==> config.mk <==
export PLATFORM = sky130hd
export DESIGN_NAME = rolling_hash_chunk_marker
export DESIGN_NICKNAME = d
export VERILOG_FILES = /design/src/rtl/core/rhcm_pkg.sv /design/src/rtl/core/rhcm_datapath.sv /design/src/rtl/core/rhcm_ctrl.sv /design/src/rtl/core/rolling_hash_chunk_marker.sv
export SDC_FILE = /design/constraint.sdc
export NUM_CORES = 2
export LEC_CHECK = 0
export BUFFER_PORTS_ARGS = -buffer_cell sky130_fd_sc_hd__buf_4
export CAP_MARGIN = 20
export CORE_ASPECT_RATIO = 0.7
export CORE_MARGIN = 4
export CORE_UTILIZATION = 50
export CTS_CLUSTER_DIAMETER = 40
export DETAILED_ROUTE_END_ITERATION = 12
export PLACE_DENSITY = 0.65
export SETUP_SLACK_MARGIN = 0.5
export SKIP_CTS_REPAIR_TIMING = 1
export SLEW_MARGIN = 5
export SYNTH_ARGS = -nofsm -noshare
export SYNTH_HDL_FRONTEND = slang
export SYNTH_SLANG_ARGS = --single-unit
==> constraint.sdc <==
create_clock -name clk -period 10 [get_ports clk]
set_input_delay 0.5 -clock clk [delete_from_list [all_inputs] [get_ports clk]]
set_output_delay 0.5 -clock clk [all_outputs]
set_load 0.05 [all_outputs]
==> src/rtl/core/rhcm_pkg.sv <==
// Shared types, constants and command codes of the rolling hash chunk marker.
package rhcm_pkg;

  localparam int WINDOW_DEFAULT        = 8;
  localparam int POSITION_BITS_DEFAULT = 16;

  localparam int CFG_W   = 16;
  localparam int CFG_IDX = 2;
  localparam int MOD_W   = 17;
  localparam int DVD_W   = 32;
  localparam int CNT_W   = 6;

  localparam logic [CFG_W-1:0] BASE_RESET       = 16'd257;
  localparam logic [CFG_W-1:0] MODULUS_RESET    = 16'd4096;
  localparam logic [CFG_W-1:0] TOP_WEIGHT_RESET = 16'd0;
  localparam logic [CFG_W-1:0] MIN_GAP_RESET    = 16'd0;

  // Number of dividend bits fed through the reducer for each reduction.
  localparam logic [CNT_W-1:0] STEPS_HASH = 6'd16;
  localparam logic [CNT_W-1:0] STEPS_SUB  = 6'd24;
  localparam logic [CNT_W-1:0] STEPS_MAC  = 6'd32;

  typedef enum logic [CFG_IDX-1:0] {
    REG_HASH_BASE,
    REG_HASH_MODULUS,
    REG_TOP_WEIGHT,
    REG_MIN_GAP
  } cfg_reg_t;

  typedef enum logic [2:0] {
    OP_IDLE,
    OP_LOAD_HASH,
    OP_STEP,
    OP_SET_T,
    OP_SUB_START,
    OP_DIFF,
    OP_LOAD_MAC,
    OP_COMMIT
  } dp_op_t;

  typedef struct packed {
    dp_op_t op;
  } dp_cmd_t;

  typedef struct packed {
    logic done;
    logic fill;
    logic slot_free;
  } dp_status_t;

endpackage

==> src/rtl/core/rhcm_datapath.sv <==
// Datapath: configuration, window history, shift-subtract modulo reducer and result register.
module rhcm_datapath import rhcm_pkg::*; #(
  parameter int WINDOW        = WINDOW_DEFAULT,
  parameter int POSITION_BITS = POSITION_BITS_DEFAULT
) (
  input  logic               clk,
  input  logic               rst,
  input  logic               cfg_write,
  input  logic [CFG_IDX-1:0] cfg_index,
  input  logic [CFG_W-1:0]   cfg_data,
  input  logic [7:0]         data_byte,
  input  logic               last_of_packet,
  input  dp_cmd_t            cmd,
  output dp_status_t         status,
  output logic               out_valid,
  input  logic               out_stall,
  output logic [15:0]        marker_position,
  output logic [15:0]        marker_ordinal
);

  localparam int GW = (POSITION_BITS > 16) ? POSITION_BITS : 16;

  logic [CFG_W-1:0] hash_base;
  logic [CFG_W-1:0] hash_modulus;
  logic [CFG_W-1:0] top_weight;
  logic [CFG_W-1:0] min_gap;
  logic [MOD_W-1:0] modulus_eff;

  logic [15:0]              hreg;
  logic [7:0]               hist [WINDOW];
  logic [POSITION_BITS-1:0] pos;
  logic [POSITION_BITS-1:0] hit_pos;
  logic [15:0]              mcount;
  logic [7:0]               cur_byte;
  logic                     cur_last;
  logic [15:0]              areg;
  logic [15:0]              treg;

  logic [15:0]      rem;
  logic [DVD_W-1:0] dvd;
  logic [CNT_W-1:0] cnt;

  logic [MOD_W-1:0] shifted;
  logic [15:0]      rem_step;
  logic [17:0]      diff_sum;
  logic [17:0]      diff_red;
  logic [23:0]      sub_prod;
  logic [DVD_W-1:0] mac_val;
  logic             fill;
  logic             window_end;
  logic [GW-1:0]    gap_dist;
  logic             gap_ok;
  logic             hit;
  logic             slot_free;
  logic [31:0]      pos_wide;

  assign modulus_eff = (hash_modulus == '0) ? 17'h10000 : {1'b0, hash_modulus};

  // One restoring step: the partial remainder stays below the modulus.
  assign shifted  = {rem, dvd[DVD_W-1]};
  assign rem_step = (shifted >= modulus_eff) ? 16'(shifted - modulus_eff) : shifted[15:0];

  // Both operands are below the modulus, so one conditional subtract suffices.
  assign diff_sum = {2'b00, areg} + {1'b0, modulus_eff} - {2'b00, rem};
  assign diff_red = (diff_sum >= {1'b0, modulus_eff}) ? diff_sum - {1'b0, modulus_eff}
                                                      : diff_sum;

  assign sub_prod = 24'(hist[WINDOW-1]) * 24'(top_weight);
  assign mac_val  = 32'(treg) * 32'(hash_base) + 32'(cur_byte);

  assign fill       = (pos <= POSITION_BITS'(WINDOW - 1));
  assign window_end = (pos == POSITION_BITS'(WINDOW - 1));
  assign gap_dist   = GW'(pos - hit_pos);
  assign gap_ok     = (gap_dist >= GW'(min_gap));
  assign hit        = (rem == '0) && (window_end || (!fill && gap_ok));
  assign slot_free  = !out_valid || !out_stall;
  assign pos_wide   = 32'(pos);

  assign status.done      = (cnt == '0);
  assign status.fill      = fill;
  assign status.slot_free = slot_free;

  always_ff @(posedge clk) begin
    if (rst) begin
      hash_base    <= BASE_RESET;
      hash_modulus <= MODULUS_RESET;
      top_weight   <= TOP_WEIGHT_RESET;
      min_gap      <= MIN_GAP_RESET;
    end else if (cfg_write) begin
      case (cfg_reg_t'(cfg_index))
        REG_HASH_BASE:    hash_base    <= cfg_data;
        REG_HASH_MODULUS: hash_modulus <= cfg_data;
        REG_TOP_WEIGHT:   top_weight   <= cfg_data;
        REG_MIN_GAP:      min_gap      <= cfg_data;
        default: ;
      endcase
    end
  end

  // Packet state, reducer count and result valid.
  always_ff @(posedge clk) begin
    if (rst) begin
      hreg      <= '0;
      pos       <= '0;
      hit_pos   <= '0;
      mcount    <= '0;
      cnt       <= '0;
      out_valid <= 1'b0;
      for (int i = 0; i < WINDOW; i++) hist[i] <= '0;
    end else begin
      if (cmd.op == OP_COMMIT && hit) begin
        out_valid <= 1'b1;
      end else if (!out_stall) begin
        out_valid <= 1'b0;
      end
      case (cmd.op)
        OP_LOAD_HASH: cnt <= STEPS_HASH;
        OP_SUB_START: cnt <= STEPS_SUB;
        OP_LOAD_MAC:  cnt <= STEPS_MAC;
        OP_STEP:      cnt <= cnt - 1'b1;
        OP_COMMIT: begin
          if (hit && !cur_last) begin
            if (mcount != 16'hFFFF) mcount <= mcount + 1'b1;
            if (!window_end) hit_pos <= pos;
          end
          if (cur_last) begin
            hreg    <= '0;
            pos     <= '0;
            hit_pos <= '0;
            mcount  <= '0;
            for (int i = 0; i < WINDOW; i++) hist[i] <= '0;
          end else begin
            hreg <= rem;
            if (pos != '1) pos <= pos + 1'b1;
            hist[0] <= cur_byte;
            for (int i = 1; i < WINDOW; i++) hist[i] <= hist[i-1];
          end
        end
        default: ;
      endcase
    end
  end

  always_ff @(posedge clk) begin
    case (cmd.op)
      OP_LOAD_HASH: begin
        cur_byte <= data_byte;
        cur_last <= last_of_packet;
        rem      <= '0;
        dvd      <= {hreg, 16'h0000};
      end
      OP_STEP: begin
        rem <= rem_step;
        dvd <= {dvd[DVD_W-2:0], 1'b0};
      end
      OP_SET_T: treg <= rem;
      OP_SUB_START: begin
        areg <= rem;
        rem  <= '0;
        dvd  <= {sub_prod, 8'h00};
      end
      OP_DIFF: treg <= diff_red[15:0];
      OP_LOAD_MAC: begin
        rem <= '0;
        dvd <= mac_val;
      end
      OP_COMMIT: begin
        if (hit) begin
          marker_position <= pos_wide[15:0];
          marker_ordinal  <= mcount;
        end
      end
      default: ;
    endcase
  end

  a_step_below_modulus: assert property (@(posedge clk) disable iff (rst)
    (cmd.op == OP_STEP) |=> ({1'b0, rem} < modulus_eff))
    else $error("reducer remainder not below modulus");

  a_diff_below_modulus: assert property (@(posedge clk) disable iff (rst)
    (cmd.op == OP_DIFF) |=> ({1'b0, treg} < modulus_eff))
    else $error("difference term not reduced");

  a_no_idle_step: assert property (@(posedge clk) disable iff (rst)
    (cmd.op == OP_STEP) |-> !status.done)
    else $error("reducer stepped with no bits left");

endmodule

==> src/rtl/core/rhcm_ctrl.sv <==
// Controller state machine sequencing the reductions for one byte.
module rhcm_ctrl import rhcm_pkg::*; (
  input  logic       clk,
  input  logic       rst,
  input  logic       in_valid,
  output logic       in_stall,
  input  dp_status_t status,
  output dp_cmd_t    cmd
);

  typedef enum logic [2:0] {
    S_IDLE,
    S_RED_HASH,
    S_RED_SUB,
    S_MAC_START,
    S_RED_MAC,
    S_COMMIT
  } state_t;

  state_t state;
  state_t state_next;

  assign in_stall = (state != S_IDLE);

  always_comb begin
    state_next = state;
    cmd.op     = OP_IDLE;
    case (state)
      S_IDLE: begin
        if (in_valid) begin
          cmd.op     = OP_LOAD_HASH;
          state_next = S_RED_HASH;
        end
      end
      S_RED_HASH: begin
        if (!status.done) begin
          cmd.op = OP_STEP;
        end else if (status.fill) begin
          // While the first window fills, the hash is built by Horner's rule.
          cmd.op     = OP_SET_T;
          state_next = S_MAC_START;
        end else begin
          cmd.op     = OP_SUB_START;
          state_next = S_RED_SUB;
        end
      end
      S_RED_SUB: begin
        if (!status.done) begin
          cmd.op = OP_STEP;
        end else begin
          cmd.op     = OP_DIFF;
          state_next = S_MAC_START;
        end
      end
      S_MAC_START: begin
        cmd.op     = OP_LOAD_MAC;
        state_next = S_RED_MAC;
      end
      S_RED_MAC: begin
        if (!status.done) begin
          cmd.op = OP_STEP;
        end else begin
          state_next = S_COMMIT;
        end
      end
      S_COMMIT: begin
        if (status.slot_free) begin
          cmd.op     = OP_COMMIT;
          state_next = S_IDLE;
        end
      end
      default: state_next = S_IDLE;
    endcase
  end

  always_ff @(posedge clk) begin
    if (rst) begin
      state <= S_IDLE;
    end else begin
      state <= state_next;
    end
  end

  a_commit_has_slot: assert property (@(posedge clk) disable iff (rst)
    (cmd.op == OP_COMMIT) |-> status.slot_free)
    else $error("commit would overwrite a pending marker");

  a_accept_starts_hash: assert property (@(posedge clk) disable iff (rst)
    (in_valid && !in_stall) |=> (state == S_RED_HASH))
    else $error("accepted beat did not start a reduction");

  a_reducer_idle_at_commit: assert property (@(posedge clk) disable iff (rst)
    (state == S_COMMIT) |-> status.done)
    else $error("commit reached with reduction in progress");

endmodule

==> src/rtl/core/rolling_hash_chunk_marker.sv <==
// Content-defined chunk marker: one byte beat at a time goes through a rolling
// hash over the last WINDOW bytes, reduced by a configured modulus in a shared
// shift-subtract reducer that handles one dividend bit per cycle. A byte takes a
// 16-bit and a 32-bit reduction while the first window fills, and 16-, 24- and
// 32-bit reductions plus setup steps once the window is full; the next byte is
// accepted in the cycle after its commit. A marker beat sits in an output
// register; while a stalled output holds it, the next byte waits before its
// commit cycle, so the stall lengthens that byte's processing.
// The user must write configuration through cfg_write, cfg_index and cfg_data
// only while idle; the block itself has no check for it.
module rolling_hash_chunk_marker import rhcm_pkg::*; #(
  parameter int WINDOW        = WINDOW_DEFAULT,
  parameter int POSITION_BITS = POSITION_BITS_DEFAULT
) (
  input  logic               clk,
  input  logic               rst,
  input  logic               cfg_write,
  input  logic [CFG_IDX-1:0] cfg_index,
  input  logic [CFG_W-1:0]   cfg_data,
  input  logic               in_valid,
  output logic               in_stall,
  input  logic [7:0]         data_byte,
  input  logic               last_of_packet,
  output logic               out_valid,
  input  logic               out_stall,
  output logic [15:0]        marker_position,
  output logic [15:0]        marker_ordinal
);

  dp_cmd_t    cmd;
  dp_status_t status;

  rhcm_ctrl u_ctrl (
    .clk      (clk),
    .rst      (rst),
    .in_valid (in_valid),
    .in_stall (in_stall),
    .status   (status),
    .cmd      (cmd)
  );

  rhcm_datapath #(
    .WINDOW        (WINDOW),
    .POSITION_BITS (POSITION_BITS)
  ) u_datapath (
    .clk             (clk),
    .rst             (rst),
    .cfg_write       (cfg_write),
    .cfg_index       (cfg_index),
    .cfg_data        (cfg_data),
    .data_byte       (data_byte),
    .last_of_packet  (last_of_packet),
    .cmd             (cmd),
    .status          (status),
    .out_valid       (out_valid),
    .out_stall       (out_stall),
    .marker_position (marker_position),
    .marker_ordinal  (marker_ordinal)
  );

endmodule

======== Word-level counts from Yosys, hierarchy flattened ========
Memories as Yosys holds them, arrays and structs flattened.
Cells that the tools add are included.
cells by class
  order comparisons ....................... 4
  shifts and indexed selects .............. 0
  muxes and demuxes ....................... 58
  eq/ne operators ......................... 25
  reductions and logical operators ........ 32
  divide/modulo/power cells ............... 0
  add/subtract/negate cells ............... 9
  bitwise logic cells ..................... 16
  $mul .................................... 2
operator list
  cell                                                              count
  2-to-1 mux 16 bit                                                 11
  2-to-1 mux 8 bit                                                  16
  case mux 32 bit (4 select lines)                                  1
  case mux 16 bit (2 select lines)                                  2
  subtractor 16 bit                                                 3
  case mux 3 bit (6 select lines)                                   2
  adder 16 x 1 -> 16 bit (second input constant)                    2
  adder 32 x 8 -> 32 bit                                            1
  zero test 16 bit                                                  2
  multiplier 16 x 16 -> 32 bit                                      1
  != test 16 bit (second input constant)                            2
  2-to-1 mux 3 bit                                                  9
  multiplier 8 x 16 -> 24 bit                                       1
  case mux 6 bit (4 select lines)                                   1
  adder 16 x 17 -> 18 bit                                           1
  == test 3 bit (second input constant)                             6
  >= comparator 18 x 17 -> 1 bit                                    1
  subtractor 18 x 16 -> 18 bit                                      1
  >= comparator 17 bit                                              1
  2-to-1 mux 17 bit                                                 1
  == test 16 x 3 -> 1 bit (second input constant)                   1
  >= comparator 16 bit                                              1
  less-or-equal comparator 16 x 3 -> 1 bit (second input constant)  1
  OR 1 bit                                                          16
  other kinds (22)                                                  62
storage, ports and cells
  bits in read-only memories .............. 0
  memories kept ........................... 1
  bits in latches ......................... 0
  bits in writable memories ............... 64
  output and inout bits ................... 34
  input port bits ......................... 32
  bits in registers ....................... 259
  word-level logic and storage cells ...... 166
memory list
  memory           depth  width  read ports  clocked after memory_dff  wr ports  RTL line             text
  u_datapath.hist  8      8      8           0                         8         rhcm_datapath.sv:30  logic [7:0] hist [WINDOW];

======== Depth between registers and ports, before layout ========
  depth after elaboration ................. 10
  gate-level depth with buffers ........... 23
  depth with buffers taken out ............ 22

======== Cells and area by module ========
A second synthesis with hierarchy kept.
second synthesis, totals
  cells, all modules ...................... 3197
  area, all modules ....................... 29438.2 um^2
modules (own cells, without submodules)
  module         cells each  times used  sequential area each (um^2)  area an instance (um^2)
  rhcm_datapath  3163        1           8177.8                       29148.0
  rhcm_ctrl      34          1           60.1                         290.3

======== Worst setup path before layout ========
OpenSTA, ideal clock, no wires.
  path kind ............................... reg2reg
  start point ............................. register u_datapath.hash_base[7]
  end point ............................... register u_datapath.dvd[31] (data pin)
  path slack .............................. 3.671 ns
  cell stages (with the launch flop) ...... 24
  data required time ...................... 9.734 ns
  path buffers ............................ 2
  arrival time ............................ 6.064 ns
  clock period less this slack ............ 6.329 ns
  setup time .............................. 0.266 ns
  path through ............................ dfxtp_1 -> clkbuf_1 -> clkbuf_1 -> nand2_1 -> fa_1 -> inv_1 -> fa_1 -> inv_1 -> fa_1 -> inv_1 -> fa_1 -> fa_1 -> inv_1 -> fa_1 -> inv_1 -> ha_1 -> and3_1 -> nand4_1 -> nand2b_1 -> o211ai_1 -> or3b_1 -> and3_1 -> a31oi_1 -> or3b_1
on the way
  cells in the longest elaborated chain, start to end .. 3
RTL lines
  item                              RTL line              text
  start: declaration                rhcm_datapath.sv:23   logic [CFG_W-1:0] hash_base;
  start signal: assignment          rhcm_datapath.sv:91   REG_HASH_BASE: hash_base <= cfg_data;
  multiplier 16 x 16 -> 32 bit      rhcm_datapath.sv:69   assign mac_val = 32'(treg) * 32'(hash_base) + 32'(cur_byte);
  adder 32 x 8 -> 32 bit            rhcm_datapath.sv:69
  case mux 32 bit (4 select lines)  rhcm_datapath.sv:145  case (cmd.op)
  end signal: assignment            rhcm_datapath.sv:150  dvd <= {hreg, 16'h0000};
  end signal: assignment            rhcm_datapath.sv:154  dvd <= {dvd[DVD_W-2:0], 1'b0};
  end signal: assignment            rhcm_datapath.sv:160  dvd <= {sub_prod, 8'h00};
  end: declaration                  rhcm_datapath.sv:40   logic [DVD_W-1:0] dvd;
No other way between the ends.
A chain may end at the register's enable or synchronous reset.

======== Worst setup path in the final report ========
  start point ............................. register u_datapath.hash_base[8]
  end point ............................... register u_datapath.dvd[31] (data pin)
Same word-level chain as after synthesis.

==> results.ini <==
[yosys]
synth_top_area_frac=0.207
yosysSeqAreaShare=0.279
synth_edf_count=177
synth_ff_type=edfxtp_1
synth_cells=3223
netlist.top_cell.by_area=fa_1
yosysMostFrequentCell=inv_1
synth_nets=3804
synthTopCellsByCount=inv_1 (495), nand2_1 (428), fa_1 (305), ha_1 (244), and2_1 (184)
ys_warn_count=0
ys_seq_elements=323
syn_avg_cell_area_um2=9.17
synthTopCellsByArea=fa_1 (21%), edfxtp_1 (18%), ha_1 (10%)
ys_types=80
ys_async_sr_fraction=0
netlist_area_um2=29600

[clock_tree]
clock_latency_ps=620
htreeDepth=2
cts_tree=built
cts_buffer_depth=3
clock-sinks=323
cts_root_buffer=clkbuf_16
cts.clk_slew.worst_paths_ps=60
cts_buffers=48

[timing]
slew_viol_final=0
hold_viol=0
setup_violations=0
worstMarginPinSlew_ps=1040
fin_crit_sh=0.715
period_needed_ps=7150
fmax_ghz=0.140
relSlewSlack=0.303
rsz0062_at_grt=no
fin_hold_ws_ps=58.3
fin_skew_ps=69.4
finalSetupTns_ps=0

[grt]
antenna_found_initial=2
grt_pass1_wl_mm=129
grt_pass1_vias=23075
grt_usage=0.259
grt_max_degree=62
grt_remaining_overflow=0

[die]
die_area_um2=63100
core_area_um2=58400
io_pins=66
start_util=0.506
row_count=74
dieWidth_um=299
die_h_um=211

[drt]
drtIter0Drc=2192
detail_route.first_pass.iterations=5
drc=0
routed_wl_mm=81.1
antenna_left=0
via_per_inst=5.70
vias=23129
wl_per_cell_um=20.0

[pwr]
ir_drop_mv=0.196
p_int_w=0.00464
p_seq_frac=0.234
comb_power_share=0.567
p_switching_w=0.00414
clock_power_share=0.199
leakage_nw=14.8
p_per_area_nw_per_um2=271
switching_share=0.471

[setup_path]
regToRegStartpoint=u_datapath.hash_base[8]
critPathBufInv=5
start_kind=flop
path_delay_family=adder cells
worst_r2r_endpoint=u_datapath.dvd[31]
crit_slowest_cell=dfxtp_1
rr_worst_depth=21
path_max_fanout=17
rrSetupSlack_ps=2850
setup.worst_path.end_class=flop
crit_chain=nand2_1 -> fa_1 -> inv_1 -> fa_1 -> inv_1 -> fa_1 -> inv_1 -> fa_1 -> fa_1 -> inv_1 -> fa_1 -> inv_1 -> ha_1 -> and3_1 -> nand4_1 -> nand2b_1 -> o211ai_1 -> or3b_1 -> and3_1 -> a31oi_1 -> or3b_1
cp_common_cell=fa_1
cpPeakStageDelay_ps=820
critical_path_class=flop to flop
crit_required_ps=10340
cp.arrival_ps=7490

[cells_and_area]
multi_input_area_um2=18900
area_growth_pct=9.56
fin_cells=4055
post-route-util=0.554
fin_nets=3797
seq_area_um2=8240
stdcell_area_um2=32400
nFillCells=5219
drive_gt1_frac=0.0617

[placement]
place.gp.congestion=0.961
io_buffer_count=65
dp_cells=3961
dpl-instance-area_um2=30600
hpwl_mm=62.8

[worst_hold_path]
hold_path_class=primary input to flop
holdPathStages=1
min_to=u_datapath.cur_byte[5]
hold_start=data_byte[5]

[status]
status=finished, final reports clean

[run]
drv_cap=0

[placed cells by master, fill, tap and decap left out, drive strengths merged, types with 6 or more instances in the layout]
| cell type | n |
|---|---|
| inv | 511 |
| nand2 | 428 |
| fa | 305 |
| ha | 244 |
| and2 | 185 |
| a21oi | 184 |
| edfxtp | 177 |
| dfxtp | 146 |
| nor2 | 142 |
| and3 | 85 |
| buf | 85 |
| o21ai | 79 |
| xnor2 | 60 |
| clkbuf | 54 |
| nor3 | 51 |
| nand3 | 47 |
| xor2 | 38 |
| a22o | 37 |
| a21o | 36 |
| a211oi | 30 |
| mux2i | 24 |
| nand4 | 21 |
| or3 | 21 |
| o21a | 20 |
| nor4 | 19 |
| a31oi | 19 |
| nor2b | 18 |
| nand2b | 17 |
| clkinv | 15 |
| o211ai | 14 |
| a22oi | 12 |
| o21bai | 11 |
| o31a | 6 |
| a311o | 6 |
| or2 | 6 |
| a41oi | 6 |
| and4 | 6 |
[final cells by class]
class,instances,share of cell area
Antenna cell,1,0.0000773
Clock buffer,54,0.0391
Clock inverter,36,0.0131
Inverter,496,0.0575
Multi-Input combinational cell,2262,0.584
Sequential cell,323,0.254
Tap cell,798,0.0308
Timing Repair Buffer,85,0.0212
[per-stage QoR]
stage / power (W) / setup WS (ps)
6_report: 0.00878 / 2850
5_1_grt: 0.00948 / 2480
4_1_cts: 0.00870 / 2960
3_5_place_dp: 0.00693 / 2970
3_3_place_gp: 0.00682 / 3080
2_1_floorplan: 0.00552 / 3670
[worst max-delay path by stage]
stage                            startpoint                 end  slack (ps)  cells past startpoint
global placement         u_datapath.treg[7]  u_datapath.dvd[29]        3080                     20
finish              u_datapath.hash_base[8]  u_datapath.dvd[31]        2850                     21
global route            u_datapath.treg[10]  u_datapath.dvd[29]        2480                     19
CTS                     u_datapath.treg[10]  u_datapath.dvd[29]        2960                     19
detailed placement      u_datapath.treg[10]  u_datapath.dvd[29]        2970                     19
floorplan           u_datapath.hash_base[7]  u_datapath.dvd[31]        3670                     23
[registers in the layout (all words and copies together) (netlist names), 16 cells and up]
register and count:
u_datapath.areg 16, u_datapath.dvd 32, u_datapath.hash_base 16, u_datapath.hash_modulus 16, u_datapath.hist 64, u_datapath.hit_pos 16
u_datapath.hreg 16, u_datapath.marker_ordinal 16, u_datapath.marker_position 16, u_datapath.mcount 16, u_datapath.min_gap 16, u_datapath.pos 16
u_datapath.rem 16, u_datapath.top_weight 16, u_datapath.treg 16
[logic make-up (layout without fill, tap and decap cells)]
kind of cell | after synthesis | after routing | share of synthesized area
compound gates | 526 | 526 | 0.117
xor+xnor | 98 | 98 | 0.0290
fa+ha+maj | 550 | 550 | 0.310
buf+inv | 638 | 671 | 0.0819
flops | 323 | 323 | 0.279
mux | 26 | 26 | 0.00889
other cells | 0 | 1 | 0
simple gates | 1062 | 1062 | 0.174
[metal layers]
metal	vias up	part of all wire	GRT usage
met1	11398	0.45	0.377
met2	891	0.43	0.387
met5	-	0.00017	0
li1	10707	-	-
met4	2	0.030	0.0791
met3	131	0.093	0.0604
[power by group through the flow]
stage / Clock [W] / Combinational [W] / Sequential, W
6_report: 0.00175 / 0.00498 / 0.00206
5_1_grt: 0.00184 / 0.00557 / 0.00207
4_1_cts: 0.00178 / 0.00488 / 0.00204
3_5_place_dp: 0 / 0.00486 / 0.00207
3_3_place_gp: 0 / 0.00477 / 0.00205
2_1_floorplan: 0 / 0.00369 / 0.00183
No activity file was read; power rests on OpenSTA's default activity.
